### config.mk
export PLATFORM = sky130hd
export DESIGN_NAME = bfs_ctrl
export DESIGN_NICKNAME = d
export VERILOG_FILES = /design/src/assert_macros.svh /design/src/bfs_pkg.sv /design/src/bfs_ctrl.sv
export SDC_FILE = /design/constraint.sdc
export NUM_CORES = 1
export LEC_CHECK = 0
export BUFFER_PORTS_ARGS = -buffer_cell sky130_fd_sc_hd__buf_4
export CAP_MARGIN = 0
export CORE_UTILIZATION = 38
export DETAILED_ROUTE_END_ITERATION = 6
export PLACE_DENSITY = 0.8
export SETUP_SLACK_MARGIN = 0.15
export SLEW_MARGIN = 10
export SYNTH_ARGS = -nofsm -noshare
export SYNTH_HDL_FRONTEND = slang
export SYNTH_SLANG_ARGS = --single-unit
### constraint.sdc
create_clock -name clk -period 2.02 [get_ports clk]
set_input_delay 0.404 -clock clk [delete_from_list [all_inputs] [get_ports clk]]
set_output_delay 0.404 -clock clk [all_outputs]
set_load 0.02 [all_outputs]
### src/assert_macros.svh
// ----------------------------------------------------------------------------
// assertion macros
// shared concurrent assertion wrappers, empty when SYNTH is defined
// ----------------------------------------------------------------------------
`ifndef ASSERT_MACROS_SVH
`define ASSERT_MACROS_SVH
`ifndef SYNTH
// checked with reset held off
`define BFS_ASSERT(lbl, prop, msg) \
  lbl: assert property (@(posedge clk) disable iff (!rst_n) prop) else $error(msg);
// checked on every edge, reset included
`define BFS_ASSERT_NR(lbl, prop, msg) \
  lbl: assert property (@(posedge clk) prop) else $error(msg);
`else
`define BFS_ASSERT(lbl, prop, msg)
`define BFS_ASSERT_NR(lbl, prop, msg)
`endif
`endif

### src/bfs_pkg.sv
// ----------------------------------------------------------------------------
// bfs_pkg
// types and constants shared by the backward fast search matcher
// ----------------------------------------------------------------------------
`default_nettype none

package bfs_pkg;

  localparam int PAT_MAX = 32;
  localparam int PAT_AW  = 5;
  localparam int LEN_W   = 6;
  localparam int CH_W    = 8;
  localparam int GS_AW   = PAT_AW + CH_W;
  localparam int GS_DEPTH = PAT_MAX * 256;
  localparam int CNT_W   = 32;
  localparam int S_W     = CNT_W + 1;

  typedef logic [CH_W-1:0]   char_t;
  typedef logic [LEN_W-1:0]  len_t;
  typedef logic [PAT_AW-1:0] pidx_t;
  typedef logic [GS_AW-1:0]  gs_addr_t;

  typedef enum logic [4:0] {
    ST_IDLE, ST_BINIT, ST_CLR, ST_BCW, ST_CH1I, ST_CH1, ST_LINIT, ST_LSTEP,
    ST_LGSW, ST_LEND, ST_FRD, ST_FWR, ST_SCHK, ST_SBCK, ST_SVER, ST_SGSA,
    ST_EMIT
  } state_t;

  typedef enum logic [2:0] {
    PS_J, PS_I, PS_MLAST, PS_LTAIL, PS_ITAIL, PS_ZERO, PS_K
  } pat_sel_t;

  typedef enum logic [1:0] {
    GS_BUILD, GS_FIRST, GS_SEARCH
  } gs_sel_t;

  typedef struct packed {
    logic     pat_wr;
    logic     txt_wr;
    logic     b_init;
    logic     clr_step;
    logic     bcw_step;
    logic     ch1_init;
    logic     ch1_step;
    logic     len_init;
    logic     len_step;
    logic     gs_wr;
    logic     len_end;
    logic     first_wr;
    logic     s_add_bc;
    logic     k_init;
    logic     k_dec;
    logic     match;
    logic     s_add_gs;
    logic     s_fin;
    logic     emit;
    pat_sel_t pat_sel;
    gs_sel_t  gs_sel;
  } bfs_cmd_t;

  typedef struct packed {
    logic pat_ready;
    logic count_full;
    logic clr_last;
    logic bcw_last;
    logic i_neg;
    logic i_ge;
    logic m_one;
    logic len_last;
    logic s_le_t;
    logic bc_nz;
    logic k_zero;
    logic ver_eq;
    logic found;
    logic out_busy;
  } bfs_sts_t;

endpackage

`default_nettype wire

### src/bfs_ctrl.sv
// ----------------------------------------------------------------------------
// bfs_ctrl
// sequencer for table build and per-byte search
// ----------------------------------------------------------------------------
`default_nettype none

module bfs_ctrl (
  input  wire                clk,
  input  wire                rst_n,
  input  wire                in_valid,
  input  wire                in_op,
  input  wire                in_final,
  output logic               in_ready,
  input  bfs_pkg::bfs_sts_t  sts,
  output bfs_pkg::bfs_cmd_t  cmd
);
  import bfs_pkg::*;

  state_t state_r, state_nxt;

  always_ff @(posedge clk) begin
    if (!rst_n) begin
      state_r <= ST_IDLE;
    end else begin
      state_r <= state_nxt;
    end
  end

  always_comb begin
    state_nxt = state_r;
    cmd       = '0;
    in_ready  = 1'b0;
    unique case (state_r)
      ST_IDLE: begin
        in_ready = 1'b1;
        if (in_valid) begin
          if (!in_op) begin
            cmd.pat_wr = 1'b1;
            if (in_final) state_nxt = ST_BINIT;
          end else if (sts.pat_ready && !sts.count_full) begin
            cmd.txt_wr = 1'b1;
            state_nxt  = ST_SCHK;
          end
        end
      end
      ST_BINIT: begin
        cmd.b_init = 1'b1;
        state_nxt  = ST_CLR;
      end
      ST_CLR: begin
        cmd.clr_step = 1'b1;
        if (sts.clr_last) state_nxt = ST_BCW;
      end
      ST_BCW: begin
        cmd.bcw_step = 1'b1;
        cmd.pat_sel  = PS_J;
        if (sts.bcw_last) state_nxt = ST_CH1I;
      end
      ST_CH1I: begin
        cmd.ch1_init = 1'b1;
        cmd.pat_sel  = PS_MLAST;
        state_nxt    = ST_CH1;
      end
      ST_CH1: begin
        cmd.pat_sel = PS_I;
        if (sts.i_neg) begin
          state_nxt = sts.m_one ? ST_FRD : ST_LINIT;
        end else begin
          cmd.ch1_step = 1'b1;
        end
      end
      ST_LINIT: begin
        cmd.len_init = 1'b1;
        cmd.pat_sel  = PS_LTAIL;
        state_nxt    = ST_LSTEP;
      end
      ST_LSTEP: begin
        cmd.pat_sel = PS_ITAIL;
        cmd.gs_sel  = GS_BUILD;
        if (sts.i_neg) begin
          state_nxt = ST_LEND;
        end else begin
          cmd.len_step = 1'b1;
          if (sts.i_ge) state_nxt = ST_LGSW;
        end
      end
      ST_LGSW: begin
        cmd.gs_wr = 1'b1;
        state_nxt = ST_LSTEP;
      end
      ST_LEND: begin
        cmd.len_end = 1'b1;
        state_nxt   = sts.len_last ? ST_FRD : ST_LINIT;
      end
      ST_FRD: begin
        cmd.pat_sel = PS_ZERO;
        cmd.gs_sel  = GS_FIRST;
        state_nxt   = ST_FWR;
      end
      ST_FWR: begin
        cmd.first_wr = 1'b1;
        cmd.gs_sel   = GS_FIRST;
        state_nxt    = ST_IDLE;
      end
      ST_SCHK: begin
        if (sts.s_le_t) begin
          state_nxt = ST_SBCK;
        end else begin
          cmd.s_fin = 1'b1;
          state_nxt = sts.found ? ST_EMIT : ST_IDLE;
        end
      end
      ST_SBCK: begin
        if (sts.bc_nz) begin
          cmd.s_add_bc = 1'b1;
          state_nxt    = ST_SCHK;
        end else begin
          cmd.k_init = 1'b1;
          state_nxt  = ST_SVER;
        end
      end
      ST_SVER: begin
        cmd.pat_sel = PS_K;
        cmd.gs_sel  = GS_SEARCH;
        if (sts.k_zero) begin
          cmd.match = 1'b1;
          state_nxt = ST_SCHK;
        end else if (sts.ver_eq) begin
          cmd.k_dec = 1'b1;
        end else begin
          state_nxt = ST_SGSA;
        end
      end
      ST_SGSA: begin
        cmd.s_add_gs = 1'b1;
        cmd.gs_sel   = GS_SEARCH;
        state_nxt    = ST_SCHK;
      end
      ST_EMIT: begin
        if (!sts.out_busy) begin
          cmd.emit  = 1'b1;
          state_nxt = ST_IDLE;
        end
      end
      default: state_nxt = ST_IDLE;
    endcase
  end

endmodule

`default_nettype wire

## After elaboration in Yosys (flattened, before gate mapping)

Cells that the tools add are included.

| cells by class | value |
|---|---|
| multiplexer cells | 49 |
| equality and inequality tests | 25 |
| reduce and logical (&&, ||, !) cells | 7 |

Operators with widths:

| kind | number |
|---|---|
| case mux 5 bit (15 select lines) | 1 |
| two-way mux 5 bit | 14 |
| equality test 5 x 4 -> 1 bit (second input constant) | 8 |
| two-way mux 1 bit | 25 |
| equality test 5 x 3 -> 1 bit (second input constant) | 4 |
| case mux 3 bit (6 select lines) | 1 |
| != test 3 bit (second input constant) | 4 |
| equality test 5 x 2 -> 1 bit (second input constant) | 2 |
| two-way mux 2 bit | 5 |
| != test 2 bit (second input constant) | 5 |
| AND reduction 9 bit | 1 |
| two-way mux 4 bit | 2 |
| OR reduction 2 bit | 3 |
| equality test 5 x 1 -> 1 bit (second input constant) | 1 |
| equality test 5 bit (second input constant) | 1 |
| logical NOT 5 bit | 1 |
| case mux 2 bit (2 select lines) | 1 |
| logical AND 1 bit | 1 |
| logical NOT 1 bit | 1 |

| word-level totals | value |
|---|---|
| bits in registers | 5 |
| word-level logic and storage cells | 82 |
| input bits | 19 |
| output and inout port bits | 25 |

## Depth between registers and ports, before layout

Gate-level depths: netlist of run 1.

| logic depth | value |
|---|---|
| depth in word-level cells | 6 |
| gate-level depth with buffers | 7 |
| gate-level depth less buffers | 5 |

## Worst setup path after synthesis of run 1

OpenSTA, ideal clock, no wires.

| path | value |
|---|---|
| path type | flip-flop to output port |
| start point | reg state_r[1] |
| end point | out cmd[5] (netlist name) |
| slack | 32 ps |
| data required time | 1616 ps |
| arrival time | 1584 ps |
| stages on the path, launching flop included | 5 |
| path through | dfxtp_1 -> buf_4 -> buf_4 -> or3_1 -> nor4_1 |

RTL lines:

| item | line | text |
|---|---|---|
| start, declared | bfs_ctrl.sv:19 | `state_t state_r, state_nxt;` |
| start signal, assigned | bfs_ctrl.sv:25 | `state_r <= state_nxt;` |
| end, declared | bfs_ctrl.sv:15 | `output bfs_pkg::bfs_cmd_t cmd` |

==> out/results.tsv, run 1 <==
stage	metric	value	unit
run_status	status	complete, no violations	
placed_design	placed cells	188	
route	Vias per Instance	6.02	
placed_design	RePlAce Congestion	0.925	
clocking	H-tree Lvls	1	
finish	Final nets	192	
timing	period utilization	95.5	%
timing	setup TNS	0	ns
yosys	top-count cell post-synth	nand2_1	
yosys	Synth cell types	42	
yosys	Async SR Flop Fraction	0	%
setup_path	Critical Path, Cell by Cell	or3_4 -> nor3_4 -> and3_1 -> buf_6	
setup_path	Critical Path Fanout Max	4	
route	Pre-antenna DRT Iters	4	
finish	Finished Layout Cells	199	
timing	minimum clock period	1.93	ns
clocking	CTS Buf Count	3	
yosys	#FFs+latches synth	5	
clocking	TritonCTS clock tree	built	
min_path	hold crit path type	input pin to flop	
finish	area grow syn2layout	74.7	%
timing	hold slack	0.430	ns
clocking	worst skew pair latency	0.26	ns
yosys	Yosys top cell area share	12.2	%
timing	final setup violation count	0	
yosys	sequential area share after synthesis	12.2	%
yosys	syn avg cell area	6.89	µm²
yosys	Post-synth top flop	dfxtp_1	
clocking	clock buffer depth	2	
finish	Layout fillers	159	
setup_path	Worst EP required	1.62	ns
finish	layout cells sized above 1	55.2	%
floorplanning	initial cell density of the core	40.9	%
grt	initial antenna violation count	0	
floorplanning	Die X	48.4	µm
yosys	Net Count, Synth	138	
power	P_leak	0.617	nW
grt	met1 usage	32.4	%
finish	biggest regs	state_r x5	
clocking	clock slew at reported path FFs	0.06	ns
yosys	Synth Instances	119	
yosys	number of synthesized flops with an enable pin	0	
setup_path	Crit path largest cell delay	0.39	ns
placed_design	hpwl dp	2.22	mm
placed_design	input/output buffers	43	
setup_path	Setup CP Type	flop to primary output	
grt	first-pass GRT wire length	5.12	mm
route	via count	1197	
timing	Post-Route Skew	0.0211	ns
clocking	hold_buf cts	0	
yosys	Synth Cell Area	820	µm²
finish	n_diodes	0	
timing	Worst slew margin	73.2	%
setup_path	CP startpoint kind	flop	
clocking	clock sinks	5	
yosys	Ys Warns	0	
yosys	area leader, netlist	dfxtp_1	
floorplanning	Die Height	48.4	µm
flow_run	max cap viols	0	
grt	busiest grt layer	met2	
floorplanning	core area	0.00200	mm²
finish	Reg with most FFs	state_r	
power	VDD IR max	0.702	mV
clocking	root buffer cell	clkbuf_4	
grt	GR Util met2	49.1	%
setup_path	critical path data arrival time	1.53	ns
route	DR iter-0 viols	38	
route	ANT nets after route	0	
timing	Hold Fails Final Rpt	0	
setup_path	type of element capturing the critical path	primary output	
timing	f_max	0.518	GHz
grt	largest net degree at the start of global routing	16	
yosys	Synth top cells by count	nand2_1, a21oi_1, nor2_1, nor2b_1	
route	final WL	3.40	mm
route	drt drc	0	
grt	grt met3 use	5.35	%
timing	Final Slew Violations	0	
floorplanning	std cell rows	16	
route	Avg WL per Cell	17.1	µm
grt	GR Util All Layers	28.4	%
finish	max FFs per register	5	
power	Pwr Density	1090	mW/mm²
yosys	Synth area leaders	dfxtp_1, nor2b_1, a21oi_1, nand2_1, nor2_1	
timing	RSZ-0062 raised after global routing	true	
setup_path	crit path max-delay cell type	or3_4	
grt	global route total overflow	0	
floorplanning	full die area	0.00235	mm²
timing	worst slew pin tran	0.392	ns
floorplanning	Ports	44	
grt	vias in the first global route	1140	
==> kinds of logic (layout without fill, tap and decap cells) <==
kind of cell / Yosys count / count (layout) / share of synthesized area (%)
simple gates: 74 / 74 / 56.8
flops: 5 / 5 / 12.2
compound gates: 24 / 24 / 19.4
buf+inv: 13 / 66 / 7.94
mux: 3 / 3 / 3.66
==> power by group <==
part,internal (W),switching (W),leakage (nW)
Combinational,0.000592,0.000661,0.558
Sequential,0.000135,0.0000482,0.0435
Clock,0.0000752,0.0000495,0.0150
Total,0.000802,0.000759,0.617
==> worst paths after layout <==
| path | from | to | slack (ns) | cells after the start |
|---|---|---|---|---|
| worst max-delay path | state_r[0] | cmd[22] | 0.09 | 4 |
| worst min register to register | state_r[1] | state_r[1] | 0.65 | 3 |
| worst min-delay path | sts[1] | state_r[4] | 0.43 | 3 |
| worst max register to register | state_r[0] | state_r[0] | 0.21 | 7 |
==> critical path: cells and delay by family (launching register included) <==
family / cells / cell delay (ns)
buffers and inverters: 1 / 0.13
flip-flops: 1 / 0.34
AND/OR/NAND/NOR: 3 / 0.80
==> repair_timing <==
| item | 4_1_cts | 5_1_grt |
|---|---|---|
| setup buffers | 6 | 1 |
| setup endpoints to repair | 16 | 19 |
| gates resized for setup | 17 | 19 |
| endpoints found under the hold margin | 0 | 0 |
| pin swaps | 2 | 4 |
==> cell usage in the layout (no fill, tap or decap), drive strengths merged, types with 2 or more instances in the layout <==
master,count
a21oi,11
and2,2
and3,5
and3b,2
buf,58
clkbuf,4
dfxtp,5
inv,4
mux2i,3
nand2,13
nand2b,2
nand3,3
nand3b,2
nor2,10
nor2b,10
nor3,9
nor3b,2
nor4,5
o21ai,2
o31ai,3
or3,4
==> per-layer routing <==
metal	share of wire [%]	wire (µm)
met1	39	1330
met4	2.8	95
met5	0	0
met3	6.8	232
met2	51	1740
==> area by class of cell <==
| type | instances | area (µm²) | share of cell area (%) |
|---|---|---|---|
| clock buffers | 4 | 26.3 | 1.84 |
| inverters | 4 | 15.0 | 1.05 |
| multi-input cells | 101 | 778 | 54.4 |
| flip-flops and latches | 5 | 111 | 7.78 |
| well taps | 27 | 33.8 | 2.36 |
| repair buffers | 58 | 467 | 32.6 |
==> stage by stage <==
step                cell area, µm²  setup slack [ns]  util (%)  total power, W
floorplan                      838             0.107         -        0.000837
global placement              1200             0.275      60.2         0.00108
detailed placement            1200             0.215      60.2         0.00110
CTS                           1330             0.120      66.6         0.00137
global route                  1430            0.0422      71.5         0.00166
finish                        1430            0.0908      71.5         0.00156
Power figures use the tool's default switching activity.
==> inputs of run 2 (changes only) <==
- ABC_AREA: default -> 1
==> out/results.tsv, run 2 <==
stage	metric	value	unit
yosys	Net Count, Synth	165	
timing	f_max	0.536	GHz
route	drt drc	0	
yosys	Synth Cell Area	781	µm²
clocking	CTS Buf Count	3	
setup_path	Critical Path Fanout Max	5	
clocking	H-tree Lvls	1	
power	Logic pwr share	73.9	%
timing	Hold Fails Final Rpt	0	
power	Pwr Density	987	mW/mm²
clocking	clock sinks	5	
timing	Worst slew margin	75.8	%
clocking	hold_buf cts	0	
yosys	Async SR Flop Fraction	0	%
yosys	Ys Warns	0	
yosys	syn avg cell area	5.35	µm²
power	clock network fraction of total power	10.1	%
clocking	clock buffer depth	2	
timing	Post-Route Skew	0.00507	ns
setup_path	crit path max-delay cell type	dfxtp_1	
yosys	Synth area leaders	nand2_1, nor2_1, dfxtp_1, inv_1, nand3_1	
power	sequential power share	16.0	%
power	Design Power	0.00118	W
finish	layout cells sized above 1	42.5	%
grt	vias in the first global route	924	
timing	worst slew pin tran	0.362	ns
finish	biggest regs	state_r x5	
setup_path	type of element capturing the critical path	primary output	
setup_path	Setup CP Type	flop to primary output	
setup_path	CP bufs+invs	1	
clocking	TritonCTS clock tree	built	
clocking	clock slew at reported path FFs	0.05	ns
yosys	number of synthesized flops with an enable pin	0	
route	DR iter-0 viols	32	
yosys	Synth Instances	146	
floorplanning	initial cell density of the core	40.2	%
finish	most common cell after layout, fill and taps aside	buf_4	
finish	max FFs per register	5	
finish	Final Util	61.5	%
clocking	worst skew pair latency	0.25	ns
placed_design	input/output buffers	43	
floorplanning	Die X	47.3	µm
run_status	status	complete, no violations	
power	VDD IR max	0.616	mV
power	P_leak	0.728	nW
placed_design	worst slack, placed	0.396	ns
power	Internal Power	0.000512	W
route	Avg WL per Cell	11.3	µm
finish	most frequent cells in the layout	buf_4, nand2_1, nor2_1	
yosys	Post-synth top flop	dfxtp_1	
floorplanning	std cell rows	16	
clocking	root buffer cell	clkbuf_4	
route	Vias per Instance	4.97	
yosys	Yosys top cell area share	14.9	%
finish	n_diodes	0	
grt	first-pass GRT wire length	3.88	mm
finish	Reg with most FFs	state_r	
power	Switching Fraction	56.5	%
route	Pre-antenna DRT Iters	4	
route	ANT nets after route	0	
yosys	#FFs+latches synth	5	
grt	initial antenna violation count	0	
timing	Final Slew Violations	0	
floorplanning	Die Height	47.3	µm
floorplanning	full die area	0.00224	mm²
finish	Final nets	213	
floorplanning	Ports	44	
yosys	Synth cell types	22	
setup_path	CP startpoint kind	flop	
timing	final setup violation count	0	
yosys	area leader, netlist	nand2_1	
floorplanning	core area	0.00194	mm²
route	via count	1094	
finish	multi-input logic area	594	µm²
timing	setup TNS	0	ns
setup_path	critical path data arrival time	1.46	ns
yosys	sequential area share after synthesis	12.8	%
timing	RSZ-0062 raised after global routing	true	
min_path	hold crit path type	input pin to flop	
placed_design	hpwl dp	2.07	mm
setup_path	Crit path largest cell delay	0.37	ns
route	final WL	2.49	mm
finish	area grow syn2layout	53.0	%
setup_path	Worst EP required	1.62	ns
yosys	top-count cell post-synth	nand2_1	
grt	global route total overflow	0	
grt	largest net degree at the start of global routing	9	
finish	Layout fillers	206	
timing	final setup slack of the worst path	0.153	ns
setup_path	Critical Path, Cell by Cell	nor2_2 -> nand3_2 -> nor4_1 -> buf_4	
yosys	Synth top cells by count	nand2_1, nor2_1, inv_1	
placed_design	RePlAce Congestion	0.957	
timing	period utilization	92.4	%
grt	GR Util All Layers	24.1	%
setup_path	Crit path max-delay family	simple AND/OR/NAND/NOR gates	
power	Psw	0.000667	W
flow_run	max cap viols	0	
timing	minimum clock period	1.87	ns
finish	Storage cell area	105	µm²
run 2: changes by cell type in the layout (fill, tap and decap cells not counted), sizes merged, moves of 10 or more:
cell | previous run | this run
buf | 58 | 43
nor2 | 10 | 39
nand3 | 3 | 19
nor2b | 10 | 0
inv | 4 | 28
nand2 | 13 | 32
run 2: area by class of cell:
| type | instances | share of cell area [%] |
|---|---|---|
| clock buffers | 4 | 2.20 |
| inverters | 29 | 9.42 |
| repair buffers | 43 | 27.0 |
| multi-input cells | 112 | 49.7 |
| well taps | 27 | 2.83 |
| flip-flops and latches | 5 | 8.80 |
run 2: cell families after synthesis:
kind of cell | synth area share (%)
AO/OA/AOI/OAI | 6.25
buffers and inverters | 14.1
flip-flops | 12.8
AND/OR/NAND/NOR | 66.8
run 2: layer usage:
metal / up-vias / routed length [µm] / GRT usage (%)
li1: 547 / - / -
met1: 487 / 1050 / 32.0
met2: 55 / 1220 / 40.3
met3: 5 / 190 / 3.08
met4: 0 / 27 / 7.43
met5: - / 0 / 0
run 2: what timing repair did:
item                       CTS  global route
setup endpoints to repair    2            15
resized for setup            1            10
buffers inserted             0             0
run 2: worst paths after layout:
kind	from	end	slack (ns)	cells after the start
setup / recovery	state_r[3]	cmd[22]	0.15	4
hold / removal	rst_n	state_r[2]	0.41	3
setup reg to reg	state_r[3]	state_r[2]	0.51	8
hold reg to reg	state_r[0]	state_r[0]	0.53	2
run 2: metrics by stage:
step	area (µm²)	hold slack (ns)	instances
global route	1190	0.420	220
global placement	1140	0.550	216
finish	1190	0.409	220
CTS	1170	0.416	220
floorplan	781	0.524	146
detailed placement	1140	0.543	216
run 2: power by group through the flow:
stage / Clock, W / Sequential, W / Combinational (W)
6_report: 0.000119 / 0.000189 / 0.000871
5_1_grt: 0.000122 / 0.000191 / 0.000964
4_1_cts: 0.000118 / 0.000178 / 0.000851
3_5_place_dp: 0 / 0.000180 / 0.000843
3_3_place_gp: 0 / 0.000177 / 0.000828
2_1_floorplan: 0 / 0.000173 / 0.000586
run 2: worst reg2reg max path: cells and delay by family (launching register included):
kind | cells | cell delay [ns]
AND/OR/NAND/NOR | 7 | 0.83
flip-flops | 1 | 0.37
AO/OA/AOI/OAI | 1 | 0.20
